`config.mk`:
```
export PLATFORM = sky130hd
export DESIGN_NAME = oled_cmd_byte_encoder_top
export DESIGN_NICKNAME = d
export VERILOG_FILES = /design/src/rtl/core/ocbe_pkg.sv /design/src/rtl/core/ocbe_front.sv /design/src/rtl/core/ocbe_queue.sv /design/src/rtl/core/ocbe_back.sv /design/src/rtl/core/oled_cmd_byte_encoder_top.sv
export SDC_FILE = /design/constraint.sdc
export NUM_CORES = 1
export LEC_CHECK = 0
export BUFFER_PORTS_ARGS = -buffer_cell sky130_fd_sc_hd__buf_2
export CORE_MARGIN = 3
export CORE_UTILIZATION = 60
export DETAILED_ROUTE_END_ITERATION = 10
export MAX_ROUTING_LAYER = met4
export PLACE_DENSITY = 0.79
export SLEW_MARGIN = 15
export SYNTH_ARGS = -nofsm -noshare
export SYNTH_HDL_FRONTEND = slang
export SYNTH_HIERARCHICAL = 1
export SYNTH_SLANG_ARGS = --single-unit
```
`constraint.sdc`:
```
create_clock -name clock -period 11.8 [get_ports clock]
set_clock_uncertainty 0.05 [all_clocks]
set_input_delay 3.54 -clock clock [delete_from_list [all_inputs] [get_ports clock]]
set_output_delay 3.54 -clock clock [all_outputs]
set_load 0.005 [all_outputs]
```
`src/rtl/core/ocbe_pkg.sv`:
```
package ocbe_pkg;

   // Longest byte sequence of one request and the width of an index into it.
   localparam int BUF_LEN = 10;
   localparam int IDX_W   = $clog2(BUF_LEN);

   // Depth of the queue between the encoder and the serializer.
   localparam int QDEPTH = 2;
   localparam int QPTR_W = $clog2(QDEPTH);
   localparam int QCNT_W = $clog2(QDEPTH + 1);

   localparam logic [7:0] CTRL_BYTE       = 8'h80;
   localparam logic [7:0] NOP_BYTE        = 8'hE3;
   localparam logic [7:0] ACT_SCROLL      = 8'h2F;
   localparam logic [7:0] OP_DISP_OFF     = 8'hAE;
   localparam logic [7:0] OP_DISP_ON      = 8'hAF;
   localparam logic [7:0] OP_ADDR_MODE    = 8'h20;
   localparam logic [7:0] OP_COL_ADDR     = 8'h21;
   localparam logic [7:0] OP_PAGE_ADDR    = 8'h22;
   localparam logic [7:0] OP_START_LINE   = 8'h40;
   localparam logic [7:0] OP_DISP_OFFSET  = 8'hD3;
   localparam logic [7:0] OP_CLK_DIV      = 8'hD5;
   localparam logic [7:0] OP_CONTRAST     = 8'h81;
   localparam logic [7:0] OP_NORMAL       = 8'hA6;
   localparam logic [7:0] OP_INVERT       = 8'hA7;
   localparam logic [7:0] OP_RESUME_RAM   = 8'hA4;
   localparam logic [7:0] OP_ENTIRE_ON    = 8'hA5;
   localparam logic [7:0] OP_SEG_REMAP    = 8'hA0;
   localparam logic [7:0] OP_MUX_RATIO    = 8'hA8;
   localparam logic [7:0] OP_COM_NORMAL   = 8'hC0;
   localparam logic [7:0] OP_COM_INVERT   = 8'hC8;
   localparam logic [7:0] OP_COM_PINS     = 8'hDA;
   localparam logic [7:0] OP_PRECHARGE    = 8'hD9;
   localparam logic [7:0] OP_VCOMH        = 8'hDB;
   localparam logic [7:0] OP_CHARGE_PUMP  = 8'h8D;
   localparam logic [7:0] OP_SCROLL_OFF   = 8'h2E;
   localparam logic [7:0] OP_HSCROLL_L    = 8'h27;
   localparam logic [7:0] OP_HSCROLL_R    = 8'h26;
   localparam logic [7:0] OP_VHSCROLL_L   = 8'h2A;
   localparam logic [7:0] OP_VHSCROLL_R   = 8'h29;
   localparam logic [7:0] OP_VSCROLL_AREA = 8'hA3;

   typedef enum logic [4:0] {
      MODE_POWER_OFF     = 5'd0,
      MODE_POWER_ON      = 5'd1,
      MODE_ADDR_HORIZ    = 5'd2,
      MODE_ADDR_VERT     = 5'd3,
      MODE_ADDR_PAGE     = 5'd4,
      MODE_COL_ADDR      = 5'd5,
      MODE_PAGE_ADDR     = 5'd6,
      MODE_START_LINE    = 5'd7,
      MODE_DISP_OFFSET   = 5'd8,
      MODE_CLK_DIV       = 5'd9,
      MODE_CONTRAST      = 5'd10,
      MODE_NORMAL        = 5'd11,
      MODE_INVERT        = 5'd12,
      MODE_RESUME_RAM    = 5'd13,
      MODE_ENTIRE_ON     = 5'd14,
      MODE_SEG_REMAP     = 5'd15,
      MODE_MUX_RATIO     = 5'd16,
      MODE_COM_NORMAL    = 5'd17,
      MODE_COM_INVERT    = 5'd18,
      MODE_COM_PINS      = 5'd19,
      MODE_PRECHARGE     = 5'd20,
      MODE_VCOMH         = 5'd21,
      MODE_PUMP_ON       = 5'd22,
      MODE_PUMP_OFF      = 5'd23,
      MODE_SCROLL_OFF    = 5'd24,
      MODE_HSCROLL_L     = 5'd25,
      MODE_HSCROLL_R     = 5'd26,
      MODE_VHSCROLL_L    = 5'd27,
      MODE_VHSCROLL_R    = 5'd28,
      MODE_VSCROLL_AREA  = 5'd29
   } mode_type;

   // One encoded request: the byte sequence, the index of its final byte and
   // the error flag.
   typedef struct packed {
      logic [BUF_LEN-1:0][7:0] bytes;
      logic [IDX_W-1:0]        last_idx;
      logic                    error;
   } entry_type;

endpackage

```
`src/rtl/core/ocbe_front.sv`:
```
module ocbe_front (
   input  logic                 start,
   input  logic                 q_full,
   input  logic [4:0]           req_mode,
   input  logic                 req_data_present,
   input  logic [2:0]           req_data_count,
   input  logic [7:0]           req_arg0,
   input  logic [7:0]           req_arg1,
   input  logic [7:0]           req_arg2,
   input  logic [7:0]           req_arg3,
   output logic                 push,
   output ocbe_pkg::entry_type  entry
);

   logic       h0, h1, h2, h3;
   logic       err;
   logic [7:0] scr_start;
   logic [7:0] scr_step;
   logic [7:0] scr_end_raw;
   logic [7:0] scr_end;
   logic [7:0] scr_op;

   assign push = start && !q_full;

   // An argument is usable when the list is present and the count covers it;
   // counts above four still cover all four.
   assign h0  = req_data_present && (req_data_count > 3'd0);
   assign h1  = req_data_present && (req_data_count > 3'd1);
   assign h2  = req_data_present && (req_data_count > 3'd2);
   assign h3  = req_data_present && (req_data_count > 3'd3);
   assign err = req_data_present && (req_data_count == 3'd0);

   assign scr_start   = h0 ? {5'd0, req_arg0[2:0]} : 8'h00;
   assign scr_step    = h1 ? {5'd0, req_arg1[2:0]} : 8'h00;
   assign scr_end_raw = h2 ? {5'd0, req_arg2[2:0]} : 8'h07;
   assign scr_end     = (scr_end_raw < scr_start) ? scr_start : scr_end_raw;

   always_comb begin
      unique case (req_mode)
         ocbe_pkg::MODE_HSCROLL_L:  scr_op = ocbe_pkg::OP_HSCROLL_L;
         ocbe_pkg::MODE_HSCROLL_R:  scr_op = ocbe_pkg::OP_HSCROLL_R;
         ocbe_pkg::MODE_VHSCROLL_L: scr_op = ocbe_pkg::OP_VHSCROLL_L;
         default:                   scr_op = ocbe_pkg::OP_VHSCROLL_R;
      endcase
   end

   always_comb begin
      for (int i = 0; i < ocbe_pkg::BUF_LEN; i++) begin
         entry.bytes[i] = (i % 2 == 1) ? ocbe_pkg::NOP_BYTE : ocbe_pkg::CTRL_BYTE;
      end
      entry.last_idx = ocbe_pkg::IDX_W'(1);
      entry.error    = 1'b0;

      unique case (req_mode) inside
         ocbe_pkg::MODE_POWER_OFF: entry.bytes[1] = ocbe_pkg::OP_DISP_OFF;
         ocbe_pkg::MODE_POWER_ON:  entry.bytes[1] = ocbe_pkg::OP_DISP_ON;
         ocbe_pkg::MODE_ADDR_HORIZ, ocbe_pkg::MODE_ADDR_VERT,
         ocbe_pkg::MODE_ADDR_PAGE: begin
            entry.bytes[1] = ocbe_pkg::OP_ADDR_MODE;
            entry.bytes[3] = {6'd0, req_mode[1:0] - 2'd2};
            entry.last_idx = ocbe_pkg::IDX_W'(3);
         end
         ocbe_pkg::MODE_COL_ADDR: begin
            entry.bytes[1] = ocbe_pkg::OP_COL_ADDR;
            entry.bytes[3] = h1 ? (req_arg0 & 8'h7F) : 8'h00;
            entry.bytes[5] = h1 ? (req_arg1 & 8'h7F) : 8'h7F;
            entry.last_idx = ocbe_pkg::IDX_W'(5);
         end
         ocbe_pkg::MODE_PAGE_ADDR: begin
            entry.bytes[1] = ocbe_pkg::OP_PAGE_ADDR;
            entry.bytes[3] = h1 ? (req_arg0 & 8'h07) : 8'h00;
            entry.bytes[5] = h1 ? (req_arg1 & 8'h07) : 8'h07;
            entry.last_idx = ocbe_pkg::IDX_W'(5);
         end
         ocbe_pkg::MODE_START_LINE:
            entry.bytes[1] = ocbe_pkg::OP_START_LINE | (h0 ? (req_arg0 & 8'h3F) : 8'h00);
         ocbe_pkg::MODE_DISP_OFFSET: begin
            entry.bytes[1] = ocbe_pkg::OP_DISP_OFFSET;
            entry.bytes[3] = h0 ? (req_arg0 & 8'h3F) : 8'h00;
            entry.last_idx = ocbe_pkg::IDX_W'(3);
         end
         ocbe_pkg::MODE_CLK_DIV: begin
            entry.bytes[1] = ocbe_pkg::OP_CLK_DIV;
            entry.bytes[3] = h0 ? req_arg0 : 8'h80;
            entry.last_idx = ocbe_pkg::IDX_W'(3);
         end
         ocbe_pkg::MODE_CONTRAST: begin
            entry.bytes[1] = ocbe_pkg::OP_CONTRAST;
            entry.bytes[3] = h0 ? req_arg0 : 8'h7F;
            entry.last_idx = ocbe_pkg::IDX_W'(3);
         end
         ocbe_pkg::MODE_NORMAL:      entry.bytes[1] = ocbe_pkg::OP_NORMAL;
         ocbe_pkg::MODE_INVERT:      entry.bytes[1] = ocbe_pkg::OP_INVERT;
         ocbe_pkg::MODE_RESUME_RAM:  entry.bytes[1] = ocbe_pkg::OP_RESUME_RAM;
         ocbe_pkg::MODE_ENTIRE_ON:   entry.bytes[1] = ocbe_pkg::OP_ENTIRE_ON;
         ocbe_pkg::MODE_SEG_REMAP:
            entry.bytes[1] = ocbe_pkg::OP_SEG_REMAP | {7'd0, h0 & req_arg0[0]};
         ocbe_pkg::MODE_MUX_RATIO: begin
            entry.bytes[1] = ocbe_pkg::OP_MUX_RATIO;
            entry.bytes[3] = h0 ? req_arg0 : 8'hFF;
            entry.last_idx = ocbe_pkg::IDX_W'(3);
         end
         ocbe_pkg::MODE_COM_NORMAL:  entry.bytes[1] = ocbe_pkg::OP_COM_NORMAL;
         ocbe_pkg::MODE_COM_INVERT:  entry.bytes[1] = ocbe_pkg::OP_COM_INVERT;
         ocbe_pkg::MODE_COM_PINS: begin
            entry.bytes[1] = ocbe_pkg::OP_COM_PINS;
            entry.bytes[3] = h0 ? (req_arg0 & 8'h32) : 8'h02;
            entry.last_idx = ocbe_pkg::IDX_W'(3);
         end
         ocbe_pkg::MODE_PRECHARGE: begin
            entry.bytes[1] = ocbe_pkg::OP_PRECHARGE;
            entry.bytes[3] = h0 ? req_arg0 : 8'h22;
            entry.last_idx = ocbe_pkg::IDX_W'(3);
         end
         ocbe_pkg::MODE_VCOMH: begin
            entry.bytes[1] = ocbe_pkg::OP_VCOMH;
            entry.bytes[3] = h0 ? (req_arg0 & 8'h70) : 8'h30;
            entry.last_idx = ocbe_pkg::IDX_W'(3);
         end
         ocbe_pkg::MODE_PUMP_ON: begin
            entry.bytes[1] = ocbe_pkg::OP_CHARGE_PUMP;
            entry.bytes[3] = 8'h14;
            entry.last_idx = ocbe_pkg::IDX_W'(3);
         end
         ocbe_pkg::MODE_PUMP_OFF: begin
            entry.bytes[1] = ocbe_pkg::OP_CHARGE_PUMP;
            entry.bytes[3] = 8'h10;
            entry.last_idx = ocbe_pkg::IDX_W'(3);
         end
         ocbe_pkg::MODE_SCROLL_OFF:  entry.bytes[1] = ocbe_pkg::OP_SCROLL_OFF;
         ocbe_pkg::MODE_HSCROLL_L, ocbe_pkg::MODE_HSCROLL_R: begin
            // The scroll setups pack their bytes without control bytes between them.
            entry.bytes[1] = scr_op;
            entry.bytes[2] = scr_op;
            entry.bytes[3] = 8'h00;
            entry.bytes[4] = scr_start;
            entry.bytes[5] = scr_step;
            entry.bytes[6] = scr_end;
            entry.bytes[7] = 8'h00;
            entry.bytes[8] = 8'hFF;
            entry.bytes[9] = ocbe_pkg::ACT_SCROLL;
            entry.last_idx = ocbe_pkg::IDX_W'(9);
         end
         ocbe_pkg::MODE_VHSCROLL_L, ocbe_pkg::MODE_VHSCROLL_R: begin
            entry.bytes[1] = scr_op;
            entry.bytes[2] = scr_op;
            entry.bytes[3] = 8'h00;
            entry.bytes[4] = scr_start;
            entry.bytes[5] = scr_step;
            entry.bytes[6] = scr_end;
            entry.bytes[7] = h3 ? (req_arg3 & 8'h3F) : 8'h01;
            entry.bytes[8] = ocbe_pkg::ACT_SCROLL;
            entry.last_idx = ocbe_pkg::IDX_W'(8);
         end
         ocbe_pkg::MODE_VSCROLL_AREA: begin
            entry.bytes[1] = ocbe_pkg::OP_VSCROLL_AREA;
            entry.bytes[2] = ocbe_pkg::OP_VSCROLL_AREA;
            entry.bytes[3] = h0 ? (req_arg0 & 8'h3F) : 8'h00;
            entry.bytes[4] = h1 ? (req_arg1 & 8'h7F) : 8'h40;
            entry.bytes[5] = ocbe_pkg::ACT_SCROLL;
            entry.last_idx = ocbe_pkg::IDX_W'(5);
         end
         default: entry.bytes[1] = ocbe_pkg::NOP_BYTE;
      endcase

      // A present but empty argument list yields a single zero error byte.
      if (err) begin
         entry.bytes[0] = 8'h00;
         entry.last_idx = '0;
         entry.error    = 1'b1;
      end
   end

endmodule

```
`src/rtl/core/ocbe_queue.sv`:
```
module ocbe_queue (
   input  logic                 clock,
   input  logic                 reset,
   input  logic                 push,
   input  ocbe_pkg::entry_type  push_entry,
   input  logic                 pop,
   output logic                 full,
   output logic                 not_empty,
   output ocbe_pkg::entry_type  head
);

   ocbe_pkg::entry_type                slot_ff [ocbe_pkg::QDEPTH];
   logic [ocbe_pkg::QPTR_W-1:0]        wr_ptr_ff, wr_ptr_in;
   logic [ocbe_pkg::QPTR_W-1:0]        rd_ptr_ff, rd_ptr_in;
   logic [ocbe_pkg::QCNT_W-1:0]        count_ff, count_in;

   assign full      = (count_ff == ocbe_pkg::QCNT_W'(ocbe_pkg::QDEPTH));
   assign not_empty = (count_ff != '0);
   assign head      = slot_ff[rd_ptr_ff];

   always_comb begin
      wr_ptr_in = wr_ptr_ff;
      rd_ptr_in = rd_ptr_ff;
      count_in  = count_ff;
      if (push) begin
         wr_ptr_in = (wr_ptr_ff == ocbe_pkg::QPTR_W'(ocbe_pkg::QDEPTH - 1)) ? '0 : wr_ptr_ff + 1'b1;
      end
      if (pop) begin
         rd_ptr_in = (rd_ptr_ff == ocbe_pkg::QPTR_W'(ocbe_pkg::QDEPTH - 1)) ? '0 : rd_ptr_ff + 1'b1;
      end
      if (push && !pop) begin
         count_in = count_ff + 1'b1;
      end else if (pop && !push) begin
         count_in = count_ff - 1'b1;
      end
   end

   always_ff @(posedge clock) begin
      if (reset) begin
         wr_ptr_ff <= '0;
         rd_ptr_ff <= '0;
         count_ff  <= '0;
      end else begin
         wr_ptr_ff <= wr_ptr_in;
         rd_ptr_ff <= rd_ptr_in;
         count_ff  <= count_in;
      end
   end

   always_ff @(posedge clock) begin
      if (push) begin
         slot_ff[wr_ptr_ff] <= push_entry;
      end
   end

`ifndef SYNTHESIS
   a_no_overflow: assert property (@(posedge clock) disable iff (reset)
      !(push && full && !pop))
      else $error("request written into a full queue");

   a_no_underflow: assert property (@(posedge clock) disable iff (reset)
      pop |-> not_empty)
      else $error("request taken from an empty queue");
`endif

endmodule

```
`src/rtl/core/ocbe_back.sv`:
```
module ocbe_back (
   input  logic                 clock,
   input  logic                 reset,
   input  logic                 q_not_empty,
   input  ocbe_pkg::entry_type  q_head,
   output logic                 pop,
   output logic                 rsp_strobe,
   output logic [7:0]           rsp_out_byte,
   output logic                 rsp_last,
   output logic                 rsp_error
);

   logic                        active_ff, active_in;
   ocbe_pkg::entry_type         cur_ff, cur_in;
   logic [ocbe_pkg::IDX_W-1:0]  idx_ff, idx_in;
   logic                        strobe_ff, strobe_in;
   logic [7:0]                  byte_ff, byte_in;
   logic                        last_ff, last_in;
   logic                        error_ff, error_in;
   logic                        at_last;

   assign at_last = (idx_ff == cur_ff.last_idx);

   always_comb begin
      byte_in = '0;
      for (int i = 0; i < ocbe_pkg::BUF_LEN; i++) begin
         if (idx_ff == ocbe_pkg::IDX_W'(i)) begin
            byte_in = cur_ff.bytes[i];
         end
      end
   end

   // On the final byte of a request the next one is loaded at once, so
   // consecutive requests leave the port without a gap.
   always_comb begin
      pop       = 1'b0;
      active_in = active_ff;
      cur_in    = cur_ff;
      idx_in    = idx_ff;
      strobe_in = 1'b0;
      last_in   = at_last;
      error_in  = cur_ff.error;
      if (active_ff) begin
         strobe_in = 1'b1;
         if (at_last) begin
            if (q_not_empty) begin
               pop    = 1'b1;
               cur_in = q_head;
               idx_in = '0;
            end else begin
               active_in = 1'b0;
            end
         end else begin
            idx_in = idx_ff + 1'b1;
         end
      end else if (q_not_empty) begin
         pop       = 1'b1;
         cur_in    = q_head;
         idx_in    = '0;
         active_in = 1'b1;
      end
   end

   always_ff @(posedge clock) begin
      if (reset) begin
         active_ff <= 1'b0;
         strobe_ff <= 1'b0;
      end else begin
         active_ff <= active_in;
         strobe_ff <= strobe_in;
      end
   end

   always_ff @(posedge clock) begin
      cur_ff   <= cur_in;
      idx_ff   <= idx_in;
      byte_ff  <= byte_in;
      last_ff  <= last_in;
      error_ff <= error_in;
   end

   assign rsp_strobe   = strobe_ff;
   assign rsp_out_byte = byte_ff;
   assign rsp_last     = last_ff;
   assign rsp_error    = error_ff;

`ifndef SYNTHESIS
   a_error_is_single: assert property (@(posedge clock) disable iff (reset)
      (rsp_strobe && rsp_error) |-> (rsp_last && rsp_out_byte == 8'h00))
      else $error("error result is not a single zero byte");

   a_no_gap_in_sequence: assert property (@(posedge clock) disable iff (reset)
      (rsp_strobe && !rsp_last) |=> rsp_strobe)
      else $error("gap inside a byte sequence");

   a_pop_only_between: assert property (@(posedge clock) disable iff (reset)
      pop |-> (!active_ff || at_last))
      else $error("new request loaded in the middle of a sequence");
`endif

endmodule

```
`src/rtl/core/oled_cmd_byte_encoder_top.sv`:
```
// Display command byte encoder. A request (command code, argument-list flag,
// count and four argument bytes) is taken at a clock edge with start high and
// busy low, and comes out as its I2C command byte sequence, one byte per cycle
// on rsp_out_byte with rsp_strobe high and rsp_last on the final byte. A
// sequence is 2 to 10 bytes long; a request with an empty argument list gives
// one zero byte with rsp_error set. A request taken at a clock edge is
// written into the queue, then loaded into the serializer's current-request
// register, and its bytes are registered onto the outputs. The byte
// serializer sets the pace; a queued sequence follows the previous one
// without a gap. Requests wait in a two-entry queue, and busy is high while
// that queue is full. The receiver must take every byte on the cycle it is
// shown; there is no way to stall the output.
module oled_cmd_byte_encoder_top (
   input  logic       clock,
   input  logic       reset,
   input  logic       start,
   output logic       busy,
   input  logic [4:0] req_mode,
   input  logic       req_data_present,
   input  logic [2:0] req_data_count,
   input  logic [7:0] req_arg0,
   input  logic [7:0] req_arg1,
   input  logic [7:0] req_arg2,
   input  logic [7:0] req_arg3,
   output logic       rsp_strobe,
   output logic [7:0] rsp_out_byte,
   output logic       rsp_last,
   output logic       rsp_error
);

   logic                 push;
   logic                 pop;
   logic                 q_full;
   logic                 q_not_empty;
   ocbe_pkg::entry_type  push_entry;
   ocbe_pkg::entry_type  q_head;

   assign busy = q_full;

   ocbe_front u_front (
      .start            (start),
      .q_full           (q_full),
      .req_mode         (req_mode),
      .req_data_present (req_data_present),
      .req_data_count   (req_data_count),
      .req_arg0         (req_arg0),
      .req_arg1         (req_arg1),
      .req_arg2         (req_arg2),
      .req_arg3         (req_arg3),
      .push             (push),
      .entry            (push_entry)
   );

   ocbe_queue u_queue (
      .clock      (clock),
      .reset      (reset),
      .push       (push),
      .push_entry (push_entry),
      .pop        (pop),
      .full       (q_full),
      .not_empty  (q_not_empty),
      .head       (q_head)
   );

   ocbe_back u_back (
      .clock        (clock),
      .reset        (reset),
      .q_not_empty  (q_not_empty),
      .q_head       (q_head),
      .pop          (pop),
      .rsp_strobe   (rsp_strobe),
      .rsp_out_byte (rsp_out_byte),
      .rsp_last     (rsp_last),
      .rsp_error    (rsp_error)
   );

endmodule
```
### Yosys cells after proc, flatten, opt, wreduce, memory -nomap -nowiden

Memory sizes are Yosys's and may differ from the RTL's. A register that Yosys moved wholly into a read port is not among the register bits.
Cells that the tools add are included.

| operators by class | value |
|---|---|
| add/subtract/negate cells | 6 |
| order comparisons | 5 |
| reduce and logical (&&, ||, !) cells | 24 |
| equal/unequal tests | 41 |
| mux-type cells | 57 |
| bitwise operators | 1 |

Operators by type and width:

| kind | number |
|---|---|
| $mux W85 | 3 |
| $pmux W8 S24 | 1 |
| $mux W8 | 16 |
| $pmux W8 S13 | 1 |
| $eq A5 B5 Y1 const B | 14 |
| $pmux W24 S2 | 1 |
| $eq A5 B4 Y1 const B | 8 |
| $pmux W8 S2 | 2 |
| $pmux W8 S4 | 1 |
| $mux W7 | 4 |
| $eq A5 B3 Y1 const B | 4 |
| $mux W6 | 3 |
| $eq A4 B3 Y1 const B | 4 |
| $pmux W4 S4 | 1 |
| $mux W3 | 5 |
| $mux W13 | 1 |
| $mux W1 | 12 |
| $mux W4 | 3 |
| $pmux W4 S3 | 1 |
| $reduce_or A12 Y1 | 1 |
| $eq A5 B2 Y1 const B | 2 |
| $eq A4 B2 Y1 const B | 2 |
| $eq A4 B4 Y1 const B | 2 |
| $logic_and A1 B1 Y1 | 8 |
| 23 further kinds | 34 |

| storage, ports and cells | value |
|---|---|
| memory bits (writable) | 170 |
| bits of input ports | 44 |
| logic and storage cells | 156 |
| register bits after elaboration | 105 |
| output and inout port bits | 12 |
| memories | 1 |

Memory list:

| name | depth | bits a word | read ports | clocked after memory_dff | wr ports | RTL line | source |
|---|---|---|---|---|---|---|---|
| u_queue.slot_ff | 2 | 85 | 1 | 1 | 1 | ocbe_queue.sv:12 | `ocbe_pkg::entry_type slot_ff [ocbe_pkg::QDEPTH];` |

### Depth between registers and ports, before layout

Gate-level depths: netlist of run 1.

| logic depth | value |
|---|---|
| depth in word-level cells | 11 |
| mapped depth | 10 |
| gate-level depth less buffers | 8 |

### Cells and area by module

The synthesis of run 1 kept the hierarchy.

By module, submodules not included:

| module | instances | seq. area each (um2) | cells an instance | area each (um2) |
|---|---|---|---|---|
| ocbe_queue | 1 | 5205.0 | 286 | 6348.6 |
| ocbe_back | 1 | 2872.8 | 274 | 3966.3 |
| ocbe_front | 1 | 0.0 | 327 | 1963.1 |

### Worst setup path after synthesis of run 1

OpenSTA, ideal clock, no wires.

| path | value |
|---|---|
| kind | in2reg |
| start point | input start |
| end point | memory u_queue/slot_ff[0][0] (netlist name), enable pin |
| setup slack | 3.634 ns |
| library setup time | 0.539 ns |
| required time | 11.211 ns |
| path buffers | 0 |
| arrival | 7.576 ns |
| cell stages on the path | 2 |
| path through | nor2b_1 -> nor2b_1 |

| between the ends | value |
|---|---|
| longest elaborated chain between the ends | 3 |

Ends and longest elaborated chain:

| element | RTL line | source |
|---|---|---|
| from (decl) | oled_cmd_byte_encoder_top.sv:16 | `input logic start,` |
| $logic_and A1 B1 Y1 | ocbe_front.sv:23 | `assign push = start && !q_full;` |
| $mux W1 | ocbe_queue.sv:51 | `if (push) begin` |
| $mux W1 (implied by the code) | ocbe_queue.sv:52 | `slot_ff[wr_ptr_ff] <= push_entry;` |
| to (decl) | ocbe_queue.sv:12 |  |

Every way passes these cells.

==> metrics.cfg, run 1 <==
[power]
ir_drop_uv=112.9
p_per_area_nw_per_um2=221.4
p_leak_uw=0.004686
p_total_uw=2949

[grt]
grt_max_degree=67
grt_usage_pct=23.58
antenna_found_initial=0
grt_overflow_total=0
grt_pass1_wl_mm=39.30
grt_pass1_vias=7099

[critical_path]
cp-start-kind=input pin
crit_path_max_fanout=43
cp.required_ns=12.03
cp.arrival_ns=5.95
end_kind=register
worstSetupPathType=in2reg

[sta]
setup_viol=0
layout_setup_ws_ns=6.084
drv_slew=0
hold_viol=0
min_period_ns=5.716
maxSlewHeadroom_pct=27.81
rsz0062_at_grt=false
setup_tns_ns=0
fmaxAchievable_ghz=0.1750
timing.final.crit_share_pct=48.44
tightestPinTransition_ns=1.083

[floorplanning]
dieArea_sq_um=22220
fp.coreArea_sq_um=19780
rows=51
start_util_pct=62.07
die_y_um=149.1
pin_count=56
fp.dieW_um=149.1

[cells_and_area]
layout-drive-gt1-share_pct=16.83
final_nets=957
final_cell_mix=255 x edfxtp_1, 51 x nor2_1, 50 x mux2_1, 47 x buf_2, 47 x a21oi_1
utilization_pct=67.32
seq_area_sq_um=8082
mostFrequentLayoutCell=edfxtp_1
syn2layout_area_growth_pct=8.469
fillerInstances=1424
multi_input_area_sq_um=3612
n_antenna_cell=0

[drt]
vias=7356
wire_per_inst_um=21.32
ant_nets=0
via_per_inst=6.171
drt-initial-drc-count=739
wl_mm=25.42
drt_pass1_iterations=5
post-route-drc-count=0

[yosys]
synth_ff_type=edfxtp_1
yosysWarnings=6
synth-edff-count=255
synth_area_leaders=edfxtp_1 62%, mux2_1 4.6%, dfxtp_1 3.4%
synth_area_per_cell_sq_um=13.84
syn_inst=887
synthDistinctLibCells=74
ys_seq_area_share_pct=65.79
async_flop_share_pct=0
ys_seq_elements=276
syn_area_sq_um=12280
synth_top_cell_area_share_pct=62.37
synth_top_area_cell=edfxtp_1

[place]
portBuffers=47
gp_congestion=0.9123
post-place-ws_ns=5.591
hpwl_mm=15.86

[clock_network]
ctsLongestPathBuffers=3
clock_latency_ns=0.53
cts_tree=built
cts-root-buf=clkbuf_16
cts.sinks=276
cts_setup_buffers=0
htree_levels=1
cts_inserted_buffers=28
hold_buffers=0
clk_pin_slew_ns=0.06
cts_resized=0

[worst_hold_path]
hp-class=reg2reg

[status]
status=completed

[run]
maxCapViolations=0

[worst max-delay path: stages]
cell and delay [ns]:
buf_2 0.57, nor2_2 0.19, xnor2_1 0.26, nand2_1 0.46, inv_1 0.56, a31oi_1 0.12, a21o_1 0.21
[cell type report]
class	instances	area share, %
clock inverter	10	0.7046
timing repair buffer	52	2.048
inverter	39	1.099
clock buffer	41	5.853
multi-input combinational	509	27.12
sequential	276	60.68
tap	265	2.490
[path summary, 6_finish.rpt]
path / startpoint / end / slack [ns] / cells past startpoint
max: req_mode[1] / u_queue/slot_ff[1][46] / 6.08 / 7
min: u_back/error_in / u_back/rsp_error / 0.29 / 0
max reg2reg: u_back/idx_ff[2] / u_back/cur_ff[4] / 8.30 / 4
min reg2reg: u_back/error_in / u_back/rsp_error / 0.29 / 0
[power breakdown]
group          total (uW)  leakage, uW  internal, uW  switching, uW
logic                 621      0.00173           221            400
registers            1500      0.00253          1410           98.2
clock network         824     0.000420           481            343
[routing by layer]
metal	track usage, %	share of wire [%]	wire [um]
met5	-	0	0
met4	7.689	3.1	785
met3	3.464	6.9	1742
met2	35.37	46	11770
met1	33.85	44	11120
[stage by stage]
stage / hold WS [ns] / std cells / area (sq um)
final: 0.2919 / 1192 / 13320
after CTS: 0.2923 / 1192 / 13320
after global routing: 0.3130 / 1192 / 13320
after global placement: 0.2846 / 1141 / 12440
after detailed placement: 0.2786 / 1141 / 12440
after floorplan: 0.2733 / 902 / 12330
[state kept, by name, indices dropped and copies added, names as in the netlist, named ones only]
| name | count |
|---|---|
| u_back/idx_ff | 4 |
| u_queue/rd_ptr_ff | 1 |
| u_back/rsp_last | 1 |
| u_back/rsp_out_byte | 8 |
| u_queue/wr_ptr_ff | 1 |
| u_back/active_ff | 1 |
| u_queue/count_ff | 2 |
| u_back/rsp_error | 1 |
| u_back/error_in | 1 |
| u_back/cur_ff | 84 |
| u_queue/slot_ff | 170 |
| u_back/rsp_strobe | 1 |
[Yosys cell counts (7+ instances only)]
cell      count
buf_4        34
mux2_2       36
nor3_1       11
mux2_1       50
nand3_1       8
o22ai_1       9
nor2b_1      13
nand2b_1      7
xor2_1        7
nand2_1      41
buf_2        25
o221a_2       7
a31oi_1      10
inv_1        38
ha_1          7
nor2_1       51
o21ai_0      34
dfxtp_1      21
a221oi_1     11
buf_6         8
a221o_1      10
edfxtp_1    255
a211oi_1      8
a21oi_1      47
and2_1       12
a21o_1       10
clkbuf_1     10
[logic make-up (layout without fill, tap and decap cells)]
group / Yosys count / count (layout) / share of synthesized area (%)
DFF: 276 / 276 / 65.79
AOI/OAI and AO/OA: 201 / 201 / 11.59
and+or+nand+nor: 186 / 186 / 7.724
buffers and inverters: 117 / 142 / 5.360
muxes: 88 / 88 / 8.051
xor gates and xnor gates: 10 / 10 / 0.7134
adders and majority gates: 7 / 7 / 0.7133
other: 2 / 17 / 0.06117
(Power assumes the default switching activity.)
==> inputs of run 2 (changes only) <==
- ABC_AREA: not set -> 1
- CORE_UTILIZATION: 60 -> 57
- clock period: 11.8 -> 5 ns (I/O delays scaled with it)
==> run 2 against run 1 <==
Against the previous run:
- final area increased by 0.36%
- largest cell class unchanged
- global-route usage fell by 2.3 points
- final cell count grew 13%
- clock power is 130% higher
- utilization fell by 2.5 points
- highest routed layer unchanged
- die area is 4.4% higher
- first-iteration DRC count is 20% lower
- sequential power up 140%
- clock-buffer cell count shrank 6
==> metrics.cfg, run 2 <==
[status]
status=completed

[yosys]
ys_seq_elements=276  ; unchanged
async_flop_share_pct=0  ; unchanged
synth_top_area_cell=edfxtp_1
synth_area_leaders=edfxtp_1 63%, nand2_1 5.4%, mux2_1 4.6%
synthDistinctLibCells=41  ; -45%
yosysMostFrequentCell=edfxtp_1
yosys-top-cells-count=255 x edfxtp_1, 176 x nand2_1, 90 x inv_1, 90 x nor2_1, 87 x nand3_1
yosysWarnings=6  ; unchanged
ys_seq_area_share_pct=66.20  ; +0.40 points
syn_inst=1012  ; +14%
synth-edff-count=255  ; unchanged
synth_ff_type=edfxtp_1
synth_area_per_cell_sq_um=12.06  ; -13%
synth_top_cell_area_share_pct=62.75  ; +0.38 points
syn_area_sq_um=12200  ; -0.61%

[critical_path]
r2r-start=u_back/idx_ff[2]
crit_path_top_delay_cell=a21oi_1
path_cells=buf_2 > inv_1 > a21oi_1 > nand2_1 > ha_1 > a21oi_1 > o21ai_0 > a21oi_1
end_kind=register
worstSetupPathType=in2reg
crit_path_frequent_cell=a21oi_1
critical_path.top_delay_family=compound AO/OA/AOI/OAI gates
cp.arrival_ns=3.55  ; -2.40 ns
critPathBufInv=2  ; unchanged
max_stage_delay_ns=0.43  ; -0.14 ns
crit_path_max_fanout=10  ; -77%
cp-start-kind=input pin
cp.required_ns=5.29  ; -6.74 ns
startpoint=req_data_present

[floorplanning]
dieArea_sq_um=23200  ; +4.4%
fp.coreArea_sq_um=20620  ; +4.3%
rows=52  ; +2.0%
start_util_pct=59.17  ; -2.9 points
pin_count=56  ; unchanged
fp.dieW_um=152.3  ; +2.2%
die_y_um=152.3  ; +2.2%

[grt]
antenna_found_initial=0  ; unchanged
grt_usage_pct=21.24  ; -2.3 points
grt_pass1_vias=7081  ; -0.25%
grt_max_degree=86  ; +28%
grt_overflow_total=0  ; unchanged
grt_pass1_wl_mm=38.23  ; -2.7%

[cells_and_area]
largest_register_ffs=170  ; unchanged
mostFrequentLayoutCell=edfxtp_1
utilization_pct=64.80  ; -2.5 points
fillerInstances=1497  ; +5.1%
fin_area_sq_um=13370  ; +0.36%
top_register=u_queue/slot_ff
n_antenna_cell=0  ; unchanged
syn2layout_area_growth_pct=9.525
final_nets=1105  ; +15%
final_cell_mix=255 x edfxtp_1, 176 x nand2_1, 89 x inv_1, 88 x nor2_1, 87 x nand3_1
layout-drive-gt1-share_pct=16.29  ; -0.53 points

[sta]
drv_slew=0  ; unchanged
layout_setup_ws_ns=1.744  ; -4.341 ns
fmaxAchievable_ghz=0.3071
setup_viol=0  ; unchanged
min_period_ns=3.256
hold_viol=0  ; unchanged
timing.final.crit_share_pct=65.12
maxSlewHeadroom_pct=29.07  ; +1.3 points
tightestPinTransition_ns=1.061  ; -0.02150 ns
setup_tns_ns=0  ; unchanged
rsz0062_at_grt=false

[clock_network]
clock_latency_ns=0.53  ; about the same
cts.sinks=276  ; unchanged
cts_resized=0  ; unchanged
cts_tree=built
cts-root-buf=clkbuf_16
ctsLongestPathBuffers=3  ; unchanged
cts_setup_buffers=0  ; unchanged
htree_levels=1  ; unchanged
cts_inserted_buffers=26  ; -7.1%
clk_pin_slew_ns=0.06  ; about the same
hold_buffers=0  ; unchanged

[drt]
drt-initial-drc-count=594  ; -20%
wl_mm=24.00  ; -5.6%
wire_per_inst_um=17.86  ; -16%
drt_pass1_iterations=5  ; unchanged
vias=7345  ; -0.15%
ant_nets=0  ; unchanged
via_per_inst=5.465  ; -11%
post-route-drc-count=0  ; unchanged

[place]
hpwl_mm=15.83  ; -0.14%
gp_congestion=0.8696  ; -4.7%
dpl-instance-area_sq_um=12530  ; +0.69%
post-place-ws_ns=1.194  ; -4.397 ns
portBuffers=47  ; unchanged

[power]
p_leak_uw=0.005157  ; +10%
switchingPower_uw=2074  ; +150%
p_total_uw=7043  ; +140%
pwr-share-seq_pct=50.8  ; -0.2 points
ir_drop_uv=313.0  ; +180%
p_per_area_nw_per_um2=527.0  ; +140%
clockPowerShare_pct=26.9  ; -1.0 points
p_sw_share_pct=29.44  ; +0.93 points
power_frac_comb_pct=22.3  ; +1.2 points
cellInternalPower_uw=4969  ; +140%

[run]
maxCapViolations=0  ; unchanged

[worst_hold_path]
hp-class=reg2reg
hp-start=u_back/error_in

-- run 2: cell types whose count changed after synthesis, moves of 13 or more --
cell / previous run / this run
nor2b_1: 13 / 0
buf_2: 25 / 10
nand2_1: 41 / 176
inv_1: 38 / 90
nand3_1: 8 / 87
nor2_1: 51 / 90
a21oi_1: 47 / 24
-- run 2: routing by layer --
metal / track usage, % / routed length [um] / vias up / part of all wire [%]
met2: 33.43 / 11400 / 252 / 47
met1: 29.33 / 10370 / 3499 / 43
met4: 6.635 / 740 / 0 / 3.1
met3: 2.755 / 1489 / 44 / 6.2
met5: - / 0 / - / 0
li1: - / - / 3550 / -
-- run 2: cells by family (layout without fill, tap and decap cells) --
kind of cell	after synthesis	in the layout	synth area share [%]
and+or+nand+nor	411	411	15.28
DFF	276	276	66.19
buffers and inverters	156	203	6.460
muxes	85	85	7.844
AOI/OAI and AO/OA	70	70	3.086
adders and majority gates	7	7	0.7177
xor gates and xnor gates	5	5	0.3588
other	2	17	0.06154
-- run 2: layout make-up --
type,count,area [sq um],area share (%)
multi-input cells,595,3408,25.50
clock inverters,13,122.6,0.9174
inverters,103,390.4,2.921
flip-flops and latches,276,8082,60.47
repair buffers,52,310.3,2.322
well taps,270,337.8,2.528
clock buffers,35,714.4,5.345
-- run 2: final timing paths --
check / endpoint / slack [ns] / depth (start not counted)
max reg2reg: u_back/cur_ff[63] / 2.07 / 7
max: u_queue/slot_ff[0][55] / 1.74 / 8
min reg2reg: u_back/rsp_error / 0.29 / 0
min: u_back/rsp_error / 0.29 / 0
-- run 2: worst reg2reg max path, delay by kind of cell, from the launching register on --
kind	cells	cell delay, ns
buf+inv	2	0.50
simple gates	4	1.17
xor+xnor	1	0.14
flops	1	0.70
-- run 2: power by group through the flow --
| stage | Sequential, uW | Combinational, uW | Clock (uW) |
|---|---|---|---|
| finish | 3580 | 1570 | 1900 |
| global route | 3640 | 1750 | 2040 |
| CTS | 3580 | 1590 | 1930 |
| detailed placement | 3620 | 1560 | 0 |
| global placement | 3600 | 1530 | 0 |
| floorplan | 3540 | 1140 | 0 |
-- run 2: through the flow --
stage	hold slack (ns)	std cells
finish	0.2942	1344
global placement	0.2768	1296
floorplan	0.2733	1027
detailed placement	0.2851	1296
CTS	0.2998	1344
global route	0.3007	1344
